--- src/design/twi_slave_packet_engine_defines.svh ---
// Assertion macros for the TWI slave packet engine.
`ifndef TWI_SLAVE_PACKET_ENGINE_DEFINES_SVH
`define TWI_SLAVE_PACKET_ENGINE_DEFINES_SVH

// Same-cycle implication, checked out of reset.
`define TSPE_ASSERT_NOW(label, clk, rst_n, ante, cons) \
  label: assert property (@(posedge clk) disable iff (!rst_n) (ante) |-> (cons)) \
    else $error("tspe same-cycle check failed");

// Next-cycle implication, checked out of reset.
`define TSPE_ASSERT_NEXT(label, clk, rst_n, ante, cons) \
  label: assert property (@(posedge clk) disable iff (!rst_n) (ante) |=> (cons)) \
    else $error("tspe next-cycle check failed");

`endif

--- src/design/tspe_pkg.sv ---
// Types and constants shared by the TWI slave packet engine.
package tspe_pkg;

  localparam int DEF_PACKET_BYTES = 5;
  localparam int HOST_IDX_SPAN    = 8;  // positions reachable by a 3-bit buf_index

  typedef enum logic [2:0] {
    OP_BUS_EVENT = 3'd0,
    OP_ARM_SEND  = 3'd1,
    OP_ARM_RECV  = 3'd2,
    OP_SKIP_IN   = 3'd3,
    OP_LOAD_TX   = 3'd4,
    OP_READ_RX   = 3'd5
  } op_t;

  localparam logic [7:0] CODE_BUS_ERROR = 8'h00;
  localparam logic [7:0] CODE_SLA_W     = 8'h60;
  localparam logic [7:0] CODE_SLA_W_ARB = 8'h68;
  localparam logic [7:0] CODE_RX_DATA   = 8'h80;
  localparam logic [7:0] CODE_RX_NACK   = 8'h88;
  localparam logic [7:0] CODE_RX_STOP   = 8'hA0;
  localparam logic [7:0] CODE_SLA_R     = 8'hA8;
  localparam logic [7:0] CODE_SLA_R_ARB = 8'hB0;
  localparam logic [7:0] CODE_TX_DATA   = 8'hB8;
  localparam logic [7:0] CODE_TX_NACK   = 8'hC0;
  localparam logic [7:0] CODE_TX_LAST   = 8'hC8;
  localparam logic [7:0] STATE_IDLE     = 8'hFF;
  localparam logic [7:0] STATE_PENDING  = 8'h00;

  typedef struct packed {
    logic [2:0] op;
    logic [7:0] bus_status;
    logic [7:0] rx_byte;
    logic [2:0] buf_index;
    logic [7:0] buf_value;
  } item_t;

  typedef struct packed {
    logic [7:0] tx_byte;
    logic       tx_valid;
    logic       ack_enable;
    logic       stop_recover;
    logic       hold_bus;
    logic [7:0] rx_status;
    logic [7:0] tx_status;
  } result_t;

endpackage

--- src/design/tspe_core.sv ---
// Packet buffers, pointers and transfer state; decodes one item per cycle, committing it only while commit is high.
module tspe_core import tspe_pkg::*; #(
  parameter int PACKET_BYTES = DEF_PACKET_BYTES
) (
  input  logic    clk,
  input  logic    rst_n,
  input  logic    commit,
  input  item_t   item,
  output result_t res
);

  localparam int POS_W       = $clog2(PACKET_BYTES + 1);
  localparam int STORE_DEPTH = (PACKET_BYTES < HOST_IDX_SPAN) ? PACKET_BYTES : HOST_IDX_SPAN;
  localparam int SEL_W       = (STORE_DEPTH > 1) ? $clog2(STORE_DEPTH) : 1;
  localparam bit LAST_STORED = (PACKET_BYTES <= HOST_IDX_SPAN);
  localparam logic [POS_W-1:0] POS_FULL = POS_W'(PACKET_BYTES);

  // only host-addressable positions are kept; the rest always read as zero
  logic [7:0]       out_mem_r [STORE_DEPTH];
  logic [7:0]       in_mem_r  [STORE_DEPTH];
  logic [POS_W-1:0] out_pos_r, out_pos_nxt;
  logic [POS_W-1:0] in_pos_r, in_pos_nxt;
  logic [7:0]       out_state_r, out_state_nxt;
  logic [7:0]       in_state_r, in_state_nxt;

  logic             out_we, in_we, in_last_we;
  logic [SEL_W-1:0] out_wsel, in_wsel;
  logic [7:0]       out_wdata, in_wdata;
  logic             idx_ok;
  logic [POS_W-1:0] in_pos_inc;

  assign idx_ok     = 32'(item.buf_index) < 32'(PACKET_BYTES);
  assign in_pos_inc = in_pos_r + POS_W'(1);

  always_comb begin
    out_pos_nxt   = out_pos_r;
    in_pos_nxt    = in_pos_r;
    out_state_nxt = out_state_r;
    in_state_nxt  = in_state_r;
    out_we        = 1'b0;
    in_we         = 1'b0;
    in_last_we    = 1'b0;
    out_wsel      = item.buf_index[SEL_W-1:0];
    out_wdata     = item.buf_value;
    in_wsel       = in_pos_r[SEL_W-1:0];
    in_wdata      = item.rx_byte;
    res           = '0;

    unique case (op_t'(item.op))
      OP_BUS_EVENT: begin
        unique case (item.bus_status) inside
          CODE_SLA_R, CODE_SLA_R_ARB, CODE_TX_DATA: begin
            if (out_pos_r < POS_FULL) begin
              if (32'(out_pos_r) < 32'(STORE_DEPTH)) begin
                res.tx_byte = out_mem_r[out_pos_r[SEL_W-1:0]];
              end
              out_pos_nxt = out_pos_r + POS_W'(1);
            end
            res.tx_valid   = 1'b1;
            res.ack_enable = 1'b1;
          end
          CODE_TX_NACK, CODE_TX_LAST: begin
            out_state_nxt  = item.bus_status;
            res.ack_enable = 1'b1;
          end
          CODE_SLA_W, CODE_SLA_W_ARB: begin
            res.ack_enable = in_pos_r < POS_FULL;
          end
          CODE_RX_DATA: begin
            if (in_pos_r < POS_FULL) begin
              in_we      = 32'(in_pos_r) < 32'(STORE_DEPTH);
              in_pos_nxt = in_pos_inc;
              if (in_pos_inc < POS_FULL) begin
                res.ack_enable = 1'b1;
              end else begin
                in_state_nxt = CODE_RX_DATA;
                res.hold_bus = 1'b1;
              end
            end else begin
              in_state_nxt = CODE_RX_DATA;
              res.hold_bus = 1'b1;
            end
          end
          CODE_RX_NACK, CODE_RX_STOP: begin
            in_state_nxt   = item.bus_status;
            res.ack_enable = 1'b1;
          end
          CODE_BUS_ERROR: begin
            res.ack_enable   = 1'b1;
            res.stop_recover = 1'b1;
            in_state_nxt     = STATE_IDLE;
            out_state_nxt    = STATE_IDLE;
          end
          default: begin
          end
        endcase
      end
      OP_ARM_SEND: begin
        out_state_nxt  = STATE_PENDING;
        out_pos_nxt    = '0;
        res.ack_enable = 1'b1;
      end
      OP_ARM_RECV: begin
        in_state_nxt   = STATE_PENDING;
        in_pos_nxt     = '0;
        in_last_we     = LAST_STORED;
        res.ack_enable = 1'b1;
      end
      OP_SKIP_IN: begin
        if (in_state_r != CODE_RX_STOP && in_state_r != STATE_IDLE) begin
          in_state_nxt   = STATE_PENDING;
          res.ack_enable = 1'b1;
        end
      end
      OP_LOAD_TX: begin
        out_we = idx_ok;
      end
      OP_READ_RX: begin
        if (idx_ok) begin
          res.tx_byte = in_mem_r[item.buf_index[SEL_W-1:0]];
        end
      end
      default: begin
      end
    endcase

    res.rx_status = in_state_nxt;
    res.tx_status = out_state_nxt;
  end

  always_ff @(posedge clk) begin
    if (!rst_n) begin
      out_pos_r   <= POS_FULL;
      in_pos_r    <= POS_FULL;
      out_state_r <= STATE_IDLE;
      in_state_r  <= STATE_IDLE;
      for (int i = 0; i < STORE_DEPTH; i++) begin
        out_mem_r[i] <= '0;
        in_mem_r[i]  <= '0;
      end
    end else if (commit) begin
      out_pos_r   <= out_pos_nxt;
      in_pos_r    <= in_pos_nxt;
      out_state_r <= out_state_nxt;
      in_state_r  <= in_state_nxt;
      if (out_we) begin
        out_mem_r[out_wsel] <= out_wdata;
      end
      if (in_we) begin
        in_mem_r[in_wsel] <= in_wdata;
      end
      if (in_last_we) begin
        in_mem_r[SEL_W'(PACKET_BYTES - 1)] <= 8'hFF;
      end
    end
  end

endmodule

--- src/design/twi_slave_packet_engine.sv ---
// Top level of the TWI slave packet engine: input register, core, result register.
//
// Usage: each input transfer carries one operation (bus event, arm send, arm
// receive, skip input, load tx byte, read rx byte) and yields exactly one
// result transfer with the byte to drive, acknowledge/stop/hold controls and
// the receive and transmit status after the operation.
// Channels use valid/stall; a transfer happens when valid is high and stall
// is low. Payload fields are separate ports.
// Pipeline: an input transfer fills the input register; the core result is then
// captured in the result register, which drives the outputs until it transfers.
// Throughput: one item per cycle while results are not stalled, set by the
// single-pass decode and state update in the core.
// Stall: while out_stall holds a result, the input register keeps its item and
// in_stall rises only once that register is occupied; results keep order.
// Reset (rst_n low, synchronous): both statuses read 0xFF, nothing is armed,
// both packet buffers are zero and both pipeline registers are empty.
`include "twi_slave_packet_engine_defines.svh"

module twi_slave_packet_engine import tspe_pkg::*; #(
  parameter int PACKET_BYTES = DEF_PACKET_BYTES
) (
  input  logic       clk,
  input  logic       rst_n,
  input  logic       in_valid,
  output logic       in_stall,
  input  logic [2:0] in_op,
  input  logic [7:0] in_bus_status,
  input  logic [7:0] in_rx_byte,
  input  logic [2:0] in_buf_index,
  input  logic [7:0] in_buf_value,
  output logic       out_valid,
  input  logic       out_stall,
  output logic [7:0] out_tx_byte,
  output logic       out_tx_valid,
  output logic       out_ack_enable,
  output logic       out_stop_recover,
  output logic       out_hold_bus,
  output logic [7:0] out_rx_status,
  output logic [7:0] out_tx_status
);

  logic    s1_valid_r;
  item_t   s1_item_r;
  logic    s1_adv;
  logic    out_valid_r;
  result_t out_res_r;
  result_t core_res;

  assign s1_adv   = s1_valid_r && (!out_valid_r || !out_stall);
  assign in_stall = s1_valid_r && !s1_adv;

  always_ff @(posedge clk) begin
    if (!rst_n) begin
      s1_valid_r <= 1'b0;
    end else if (!in_stall) begin
      s1_valid_r <= in_valid;
    end
  end

  always_ff @(posedge clk) begin
    if (in_valid && !in_stall) begin
      s1_item_r <= '{op: in_op, bus_status: in_bus_status, rx_byte: in_rx_byte,
                     buf_index: in_buf_index, buf_value: in_buf_value};
    end
  end

  tspe_core #(.PACKET_BYTES(PACKET_BYTES)) u_core (
    .clk    (clk),
    .rst_n  (rst_n),
    .commit (s1_adv),
    .item   (s1_item_r),
    .res    (core_res)
  );

  always_ff @(posedge clk) begin
    if (!rst_n) begin
      out_valid_r <= 1'b0;
    end else if (s1_adv) begin
      out_valid_r <= 1'b1;
    end else if (!out_stall) begin
      out_valid_r <= 1'b0;
    end
  end

  always_ff @(posedge clk) begin
    if (s1_adv) begin
      out_res_r <= core_res;
    end
  end

  assign out_valid        = out_valid_r;
  assign out_tx_byte      = out_res_r.tx_byte;
  assign out_tx_valid     = out_res_r.tx_valid;
  assign out_ack_enable   = out_res_r.ack_enable;
  assign out_stop_recover = out_res_r.stop_recover;
  assign out_hold_bus     = out_res_r.hold_bus;
  assign out_rx_status    = out_res_r.rx_status;
  assign out_tx_status    = out_res_r.tx_status;

  `TSPE_ASSERT_NOW(a_stall_needs_item, clk, rst_n, in_stall, s1_valid_r && out_valid_r)
  `TSPE_ASSERT_NEXT(a_adv_fills_out, clk, rst_n, s1_adv, out_valid_r)
  `TSPE_ASSERT_NOW(a_hold_status, clk, rst_n, out_valid_r && out_hold_bus,
                   out_rx_status == CODE_RX_DATA && !out_ack_enable)
  `TSPE_ASSERT_NOW(a_stop_idles, clk, rst_n, out_valid_r && out_stop_recover,
                   out_rx_status == STATE_IDLE && out_tx_status == STATE_IDLE)

endmodule
--- config.mk ---
export PLATFORM = sky130hd
export DESIGN_NAME = twi_slave_packet_engine
export DESIGN_NICKNAME = d
export VERILOG_FILES = /design/src/design/tspe_pkg.sv /design/src/design/tspe_core.sv /design/src/design/twi_slave_packet_engine.sv
export VERILOG_INCLUDE_DIRS = /design/src /design/src/design
export SDC_FILE = /design/constraint.sdc
export NUM_CORES = 1
export LEC_CHECK = 0
export ABC_CLOCK_PERIOD_IN_PS = 2200
export BUFFER_PORTS_ARGS = -buffer_cell sky130_fd_sc_hd__clkbuf_2
export CAP_MARGIN = 20
export CORE_AREA = 2 2 181 165
export DETAILED_ROUTE_END_ITERATION = 7
export DIE_AREA = 0 0 183 167
export PLACE_DENSITY = 0.56
export SLEW_MARGIN = 0
export SYNTH_ARGS = -nofsm -noshare
export SYNTH_HDL_FRONTEND = slang
export SYNTH_SLANG_ARGS = --single-unit
--- constraint.sdc ---
create_clock -name clk -period 2.2 [get_ports clk]
set_input_delay 0.55 -clock clk [delete_from_list [all_inputs] [get_ports clk]]
set_output_delay 0.55 -clock clk [all_outputs]
set_load 0.01 [all_outputs]
==> metrics list, run 1 <==
* FMAX: 476 MHz
- Synthesis-to-layout area growth: 24.5%
- Leakage: 4.46 nW
- In the synthesized netlist the async set-or-reset flop fraction comes to 0%.
* Root Buffer Master: clkbuf_16
- Global routing consumed, over all layers together, 13.3% of the routing resources.
- In the detailed route, the total length drawn on met3 is 1100 um.
- Cell area after technology mapping: 9060 um^2
- Time the final worst path needs with I/O delays and setup: 2.10 ns
- Via/cell ratio: 4.71
* PwrDens: 846 nW/um^2
* Height of the die: 167 um
* Total number of yosys warnings: 0
- CTS Buffer Depth: 3
* Max IR drop VDD: 0.473 mV
- Area leader, netlist: edfxtp_1
- On the final layout, the worst clock skew is 0.00821 ns.
* Vias after detailed routing: 5492
- The min-delay analysis places its worst path in the category in2reg.
* Run status: complete, no violations
- Of the post-synthesis cell area, the part taken by muxes is 10.3%.
- Average wire length per cell after detail routing: 17.1 um
- Worst relative slew slack: 58.9%
* Met2 wire length: 8950 um
- Inst Count DP: 1119
- Unique cell type count in the Yosys netlist: 66
- Row generation in the floorplan step produced 59 rows.
- Number of levels in the clock H-tree: 1
- Ports placed on the boundary: 64
- Summing the areas of all fa, ha and maj instances in the mapped netlist gives 0.276% of the synthesized area.
- IO Port Bufs: 63
* Compound-Gate Fraction of Synth Area: 6.19%
- Number of setup violations in the final report: 0
- Startpoint of the worst-slack reg-to-reg timing path: s1_item_r[23]
* Clock insertion delay at the later pin of the skew report: 0.51 ns
- #FFs+latches synth: 216
- The finished layout holds 1166 standard cells, fillers aside.
- By area the synthesized netlist is led by edfxtp_1, mux4_2, dfxtp_1, nor2_1, and2_1.
- Most common cell in the synthesized netlist: edfxtp_1
- The filler cells instantiated in the layout total 2752.
- Maximum capacitance violations: 0
- For the worst setup path, the data required time is 2.44 ns.
- Number of sinks driven by the clock tree: 216
- Post-synth EDFFs: 186
- In the routed design, unresolved DRC markers number 0.
- After legalization and detailed placement, the total HPWL measured 13700 um.
- Timing startpoint of the critical path: s1_item_r[23]
- In the synthesized netlist the dominant register cell turns out to be edfxtp_1.
* Share of the clock period used by the worst path after layout: 95.4%
* Fin. Hold Viols: 0
- The number of clock buffers added by TritonCTS is 25.
- In this run the biggest area consumer among cell types represents 61.7% of the synthesized area.
- Before antenna repair, the detailed router went through 5 iterations.
- Maximum number of pins on one net before global-route repair: 35
- The tightest hold path in the finished design has a slack of 0.217 ns.
* Area enclosed by the die boundary: 30600 um^2
* Final net count: 817
- Cts hold-fix bufs: 0
* DR top layer: met4
* Global placer's final weighted congestion: 0.849
* Wire length of the first global-routing pass: 31100 um
* Critical path type: reg2reg
* TritonCTS clock tree: yes
* Setup repair after global routing missed its margin: no
- Antenna violations before repair: 1
- The design draws 9.54 mW.
- A synthesized cell averages 14.8 um^2.
* Final wirelength: 19900 um
* Grt ovf: 0
- Summing the areas of all xor and xnor instances in the mapped netlist gives 0.290% of the synthesized area.
- Initial core utilization: 31.6%
- ANT nets after route: 0
- Post-synth top cells: edfxtp_1, nor2_1, and2_1, mux4_2, dfxtp_1
- Cells with a size suffix above 1 make up 26.4% of the layout.
- Counting every instance in the synthesized netlist gives 614.
- The floorplan step defined a core boundary enclosing 28600 um^2.
- Clock transition at the register clock pins on the worst setup and hold paths after CTS: 0.06 ns
- The worst hold path begins at in_rx_byte[1].
- The number of global-route vias before repair was 5591.
- Post-Route M1 WL: 9100 um
- At the pin with the least slew margin, the transition time is 0.616 ns.
- Die outline width: 183 um
- STA classifies the critical path startpoint as a flop.
- Combinational family with the most area after synthesis: simple AND/OR/NAND/NOR gates
- Count of final max-slew check failures: 0
- Largest fanout on the critical path: 6
- After the first detailed-routing iteration, the DRC count stood at 343.
* Fraction of the mapped netlist area in simple logic gates: 11.9%
- At the worst endpoint, the arrival time is 2.33 ns.
- Type of element capturing the critical path: flop
- Of the synthesized area, sequential elements account for 68.3%.
logic make-up (layout without fill, tap and decap cells):
family          count (synthesis)  in the layout
simple gates                  199            199
flops                         216            216
mux                            53             53
buf+inv                        55            193
compound gates                 85             85
other cells                     1             49
fa+ha+maj                       2              2
xor+xnor                        3              3
metrics by stage:
stage | setup WS [ns] | TNS [ns] | utilization (%) | area [um^2]
3_3_place_gp | 0.0882 | 0 | 36.4 | 10400
4_1_cts | 0.0484 | 0 | 39.3 | 11300
3_5_place_dp | 0.0467 | 0 | 36.4 | 10400
6_report | 0.101 | 0 | 39.4 | 11300
5_1_grt | 0.00320 | 0 | 39.4 | 11300
2_1_floorplan | -0.00441 | -0.0353 | - | 9270
routing by layer:
metal,global-route usage (%),vias to the layer above
li1,-,2624
met1,18.4,2685
met2,20.4,133
met3,2.93,50
met4,5.01,0
met5,0,-
cells in the final DEF, fill, tap and decap left out, types with 8 or more instances in the layout:
| master | count |
|---|---|
| a21o_1 | 14 |
| a21oi_1 | 14 |
| and2_1 | 32 |
| and3_1 | 11 |
| buf_12 | 8 |
| buf_4 | 50 |
| clkbuf_16 | 25 |
| clkbuf_2 | 63 |
| conb_1 | 48 |
| dfxtp_1 | 30 |
| edfxtp_1 | 186 |
| inv_1 | 26 |
| mux2i_1 | 18 |
| mux4_2 | 32 |
| nand2_1 | 19 |
| nor2_1 | 70 |
| o21ai_0 | 19 |
| o22ai_1 | 8 |
critical path, cell delays in order (launching register included):
cell and delay, ns:
edfxtp_1 0.44, or3_1 0.43, or2_0 0.21, o31a_1 0.29
a211oi_4 0.30, o21ai_0 0.15
power by group:
part	total, mW	internal (mW)	switching (mW)
registers	4.73	4.64	0.0931
logic	0.607	0.274	0.333
clock network	4.20	2.57	1.63
layout make-up:
| type | count | area (um^2) | area share, % |
|---|---|---|---|
| sequential | 216 | 6190 | 54.8 |
| multi-input combinational | 390 | 2840 | 25.2 |
| timing repair buffer | 121 | 851 | 7.54 |
| clock buffer | 29 | 641 | 5.68 |
| tap | 366 | 458 | 4.06 |
| clock inverter | 16 | 194 | 1.72 |
| inverter | 27 | 103 | 0.910 |
| antenna | 1 | 2.50 | 0.0222 |
worst paths after layout:
kind | endpoint | slack (ns) | depth (start not counted)
setup / recovery | out_rx_status[0] | 0.10 | 5
hold / removal | s1_item_r[12] | 0.22 | 1
setup reg to reg | out_rx_status[0] | 0.10 | 5
hold reg to reg | u_core.out_state_r[0] | 0.45 | 1
registers in the layout, indices dropped and copies added (netlist names), 3 cells and up, named ones only:
register and count:
out_rx_status 8, out_tx_byte 8, out_tx_status 8, s1_item_r 30, u_core.in_mem_r 64, u_core.in_pos_r 3, u_core.in_state_r 8, u_core.out_mem_r 64
u_core.out_pos_r 3, u_core.out_state_r 8
repair_timing:
item                       CTS  global route
gates resized for setup      1             0
pin swaps                    0             1
setup endpoints to repair    1             6
buffers inserted             0             1
No activity file was read; power rests on OpenSTA's default activity.
==> inputs of run 2 (changes only) <==
REMOVE_ABC_BUFFERS = 1   (was not set)
==> metrics list, run 2 (synthesis gave the netlist of run 1 again) <==
- The run finished with clean final reports.
- Type of element capturing the critical path: flop
- Worst relative slew slack: 61.2%
- Ports placed on the boundary: 64
* Root Buffer Master: clkbuf_16
- Antenna diode instance count: 0
* Clock transition at the register clock pins on the worst setup and hold paths after CTS: 0.06 ns
- Die outline width: 183 um
* Maximum number of pins on one net before global-route repair: 18
- The analysis attributes to cell leakage a power of 4.54 nW.
- Vias after detailed routing: 5404
- STA classifies the critical path startpoint as a flop.
- On the final layout, the worst hold slack is 0.213 ns.
* IO Port Bufs: 63
- For the worst setup path, the data arrival time is 2.51 ns.
- ANT nets after route: 0
- Max IR drop VDD: 0.498 mV
- Initial core utilization: 31.6%
- Fin. Hold Viols: 0
* Number of sinks driven by the clock tree: 216
* Top Registers: u_core.in_mem_r x64, u_core.out_mem_r x64, s1_item_r x30
- Via/cell ratio: 4.57
- After detailed routing, the number of remaining DRC violations is 0.
* Standard-cell row count: 59
* Cts hold-fix bufs: 0
* Area enclosed by the die boundary: 30600 um^2
- Setup violations remaining at the end of the flow were counted as 0.
- Utilization of the core after routing: 39.7%
* Most common cell after layout, fill and taps aside: edfxtp_1
- Clock buffers created by TritonCTS: 24
- Global placer's final weighted congestion: 0.883
- Height of the die: 167 um
- Synthesis-to-layout area growth: 25.6%
* Commonest cells after routing, fill and taps aside: edfxtp_1, nor2_1, buf_4, clkbuf_2, conb_1
- PwrDens: 824 nW/um^2
- Placeable core region: 28600 um^2
* Max Clock Skew: 0.0118 ns
* All-layer global routing usage: 13.3%
- Setup repair after global routing missed its margin: yes
- Dpl hpwl: 14500 um
- Count of final max-slew check failures: 0
- The path class of the tightest hold or removal check is in2reg.
* Final net count: 835
* Average wire length per cell after detail routing: 17.0 um
* TritonCTS clock tree: yes
- For this run the aggregate overflow at the end of global routing stands at 0.
- Critical path type: reg2reg
- Counting along the longest clock path gives a buffer depth of 3.
- Largest fanout on the critical path: 6
- Wire length of the first global-routing pass: 31200 um
- Maximum capacitance violations: 0
* Share of the clock period used by the worst path after layout: 96.0%
- The later pin in the worst-skew pair is clocked with a latency of 0.51 ns.
- Number of levels in the clock H-tree: 1
- The first TritonRoute pass finished after 4 iterations.
- Transition time at the pin with the least slew margin: 0.581 ns
* Number of global-route vias before repair: 5545
* Time the final worst path needs with I/O delays and setup: 2.11 ns
* Fraction of layout cells with a size suffix above 1: 27.5%
- Wires add up to 20100 um.
- Worst path required time: 2.60 ns
- FMAX: 474 MHz
* Final total power: 9.37 mW
* Antenna violations before repair: 0
* Drt initial violations: 352
==> run 2: changes by cell type in the layout (fill, tap and decap cells not counted), moves of 3 or more <==
cell | previous run | this run
buf_4 | 50 | 70
bufinv_16 | 4 | 1
clkbuf_16 | 25 | 28
clkinv_1 | 4 | 7
nand2_1 | 19 | 22
==> run 2: routing by layer <==
metal  wire length, um  global-route usage, %  up-vias
li1                  -                      -     2655
met1              9670                   18.8     2632
met2              9190                   20.8       83
met3               790                   2.71       34
met4               484                   3.44        0
met5                 0                      0        -
==> run 2: final cells by class <==
cell class                 count  area, um^2
clock buffer                  33         739
clock inverter                11        71.3
fill                        2738       17300
inverter                      27         103
multi-input combinational    390        2830
sequential                   216        6190
tap                          366         458
timing repair buffer         140         981
==> run 2: path summary, 6_finish.rpt <==
path / from / end / slack [ns] / cells after the start
min: in_bus_status[1] / s1_item_r[20] / 0.21 / 1
max: s1_item_r[23] / u_core.in_state_r[4] / 0.09 / 5
max reg2reg: s1_item_r[23] / u_core.in_state_r[4] / 0.09 / 5
min reg2reg: u_core.out_state_r[1] / u_core.out_state_r[1] / 0.45 / 1
==> run 2: per-stage QoR <==
stage	instances	setup TNS, ns	setup WS (ns)	area [um^2]
2_1_floorplan	633	-14.38	-0.393	9100
3_3_place_gp	1136	0	0.0244	10500
3_5_place_dp	1136	-0.209	-0.0369	10500
4_1_cts	1180	0	0.00723	11300
5_1_grt	1183	-0.0439	-0.0157	11400
6_report	1183	0	0.0885	11400
==> run 2: worst max-delay path, cell delays in order, from the launching register on <==
cell      delay, ns
edfxtp_1       0.47
or3_4          0.43
or2_0          0.21
o31a_1         0.28
a211o_1        0.40
a21o_1         0.21
==> run 2: repair_timing <==
action	CTS	global route
endpoints found under the setup margin	0	41
setup buffers	0	3
resized for setup	0	5
==> run 2: report_power, final <==
part	internal [mW]	leakage, nW	switching [mW]	total, mW
clock network	2.45	0.400	1.55	4.00
registers	4.64	2.09	0.0901	4.73
logic	0.288	2.05	0.345	0.633
total	7.38	4.54	1.98	9.37
==> inputs of run 3 (changes only) <==
CELL_PAD_IN_SITES_DETAIL_PLACEMENT = 1   (was not set)
CELL_PAD_IN_SITES_GLOBAL_PLACEMENT = 1   (was not set)
PLACE_DENSITY = 0.63   (was 0.56)
==> metrics list, run 3 (synthesis gave the netlist of run 1 again) <==
- The count of cells in the finished layout, fillers not included, comes to 1186.
* ANT nets after route: 0
- CTS Buffer Depth: 3
* Met2 demand-to-capacity share in global routing: 23.5%
- Global routing consumed, over all layers together, 14.1% of the routing resources.
- Type of element capturing the critical path: flop
* Initial core utilization: 31.6%
* Leakage: 4.52 nW
- Crit path arrival time: 2.38 ns
- IO Port Bufs: 63
- Subtracting the final worst setup slack from the clock period gives 2.13 ns.
- Standard-cell row count: 59
* Worst path required time: 2.45 ns
* Maximum capacitance violations: 0
* Antenna violations before repair: 0
* Final net count: 838
- Count of final max-slew check failures: 0
- STA classifies the critical path startpoint as a flop.
* Height of the die: 167 um
* Transition time at the pin with the least slew margin: 0.578 ns
- Root Buffer Master: clkbuf_16
* Startpoint of the worst-slack reg-to-reg timing path: s1_item_r[23]
- The startpoint identified for the worst hold timing path is in_rx_byte[0].
- For the worst-skew pair, the clock arrives at the later sink with an insertion delay of 0.51 ns.
- In this run, CTS created clock tree buffers numbering 25.
- In the final layout, the share of cells above drive strength 1 is 27.3%.
- Summed over all layers, the routed wires come to 21300 um.
- In the layout the commonest cells are edfxtp_1, buf_4, nor2_1, clkbuf_2, conb_1.
- Fin. Hold Viols: 0
- Along the worst path, the maximum fanout reaches 6.
- Global placer's final weighted congestion: 0.788
- Busiest layer in global routing: met2
- The number of global-route vias before repair is 5891.
- In this run the worst setup path begins at s1_item_r[23].
- Clock transition at the register clock pins on the worst setup and hold paths after CTS: 0.06 ns
- After global routing the overflow that remains totals 0.
- The first detailed-routing pass ran for 4 iterations.
- Run status: complete, no violations
* Worst hold slack: 0.208 ns
* Final total power: 9.20 mW
- Synthesis-to-layout area growth: 25.0%
- Worst relative slew slack: 60.9%
* Antenna diode instance count: 0
- Residual DRC count: 0
* Met3 usage: 1.95%
- TritonCTS built the clock tree.
- The first global-routing pass estimated 33500 um of wire.
* Dpl hpwl: 15000 um
* Post-route cell area: 11300 um^2
* Share of the clock period used by the worst path after layout: 96.8%
- Top Registers: u_core.in_mem_r x64, u_core.out_mem_r x64, s1_item_r x30
* Inst Count DP: 1138
- The library cell used most frequently in the layout, excluding fill and tap cells, is edfxtp_1.
- Drt initial violations: 271
* Max IR drop VDD: 0.472 mV
- FMAX: 469 MHz
* Number of sinks driven by the clock tree: 216
* Critical path type: reg2reg
- Placeable core region: 28600 um^2
- Placed Area: 10500 um^2
* Maximum number of pins on one net before global-route repair: 28
- Power spread over the standard cell area amounts to 812 nW/um^2.
- In this run the number of H-tree levels came out at 1.
* Via/cell ratio: 4.66
- For this run, global-route usage on met1 was measured as 19.3%.
- Average wire length per cell after detail routing: 17.9 um
- Cells fill 39.5% of the core in the end.
* Max Clock Skew: 0.0109 ns
- Setup violations remaining at the end of the flow were counted as 0.
- Across all layers, the routed design uses 5528 vias.
- The die covers 30600 um^2.
* Die outline width: 183 um
- The min-delay analysis places its worst path in the category in2reg.
* Ports placed on the boundary: 64
-- run 3: path summary, 6_finish.rpt --
kind | endpoint | slack, ns | depth (start not counted)
min | s1_item_r[11] | 0.21 | 1
max reg2reg | out_rx_status[2] | 0.07 | 6
min reg2reg | u_core.out_state_r[6] | 0.46 | 1
max | out_rx_status[2] | 0.07 | 6
-- run 3: final cells by class --
cell class              count  area, um^2
clock buffers              38         726
clock inverters             7        33.8
fillers                  3013       17300
inverters                  27         103
multi-input cells         390        2820
flip-flops and latches    216        6190
well taps                 366         458
repair buffers            142         996
-- run 3: critical path, cell delays in order, from the launching register on --
cell,delay [ns]
edfxtp_1,0.46
or3_4,0.43
or2_0,0.20
o31a_1,0.28
a211oi_2,0.25
buf_4,0.17
o21ai_0,0.08
-- run 3: through the flow --
stage / TNS, ns / setup slack [ns]
floorplan: -14.38 / -0.393
global placement: 0 / 0.100
detailed placement: 0 / 0.0427
CTS: 0 / 0.0637
global route: -0.00508 / -0.00508
finish: 0 / 0.0699
-- run 3: repair_timing --
| item | in CTS | in global routing |
|---|---|---|
| hold buffers | 0 | 0 |
| resized for setup | 0 | 3 |
| buffers inserted | 0 | 3 |
| endpoints found under the setup margin | 0 | 22 |
-- run 3: power by group --
part | internal, mW | leakage, nW | switching, mW
combinational | 0.294 | 2.06 | 0.344
clock | 2.26 | 0.371 | 1.56
sequential | 4.64 | 2.09 | 0.0970
total | 7.19 | 4.52 | 2.01
-- run 3: layer usage --
metal	part of all wire [%]	vias to the layer above
met3	2.9	39
met2	48	79
met4	2.9	0
li1	-	2653
met1	46	2757
met5	0	-
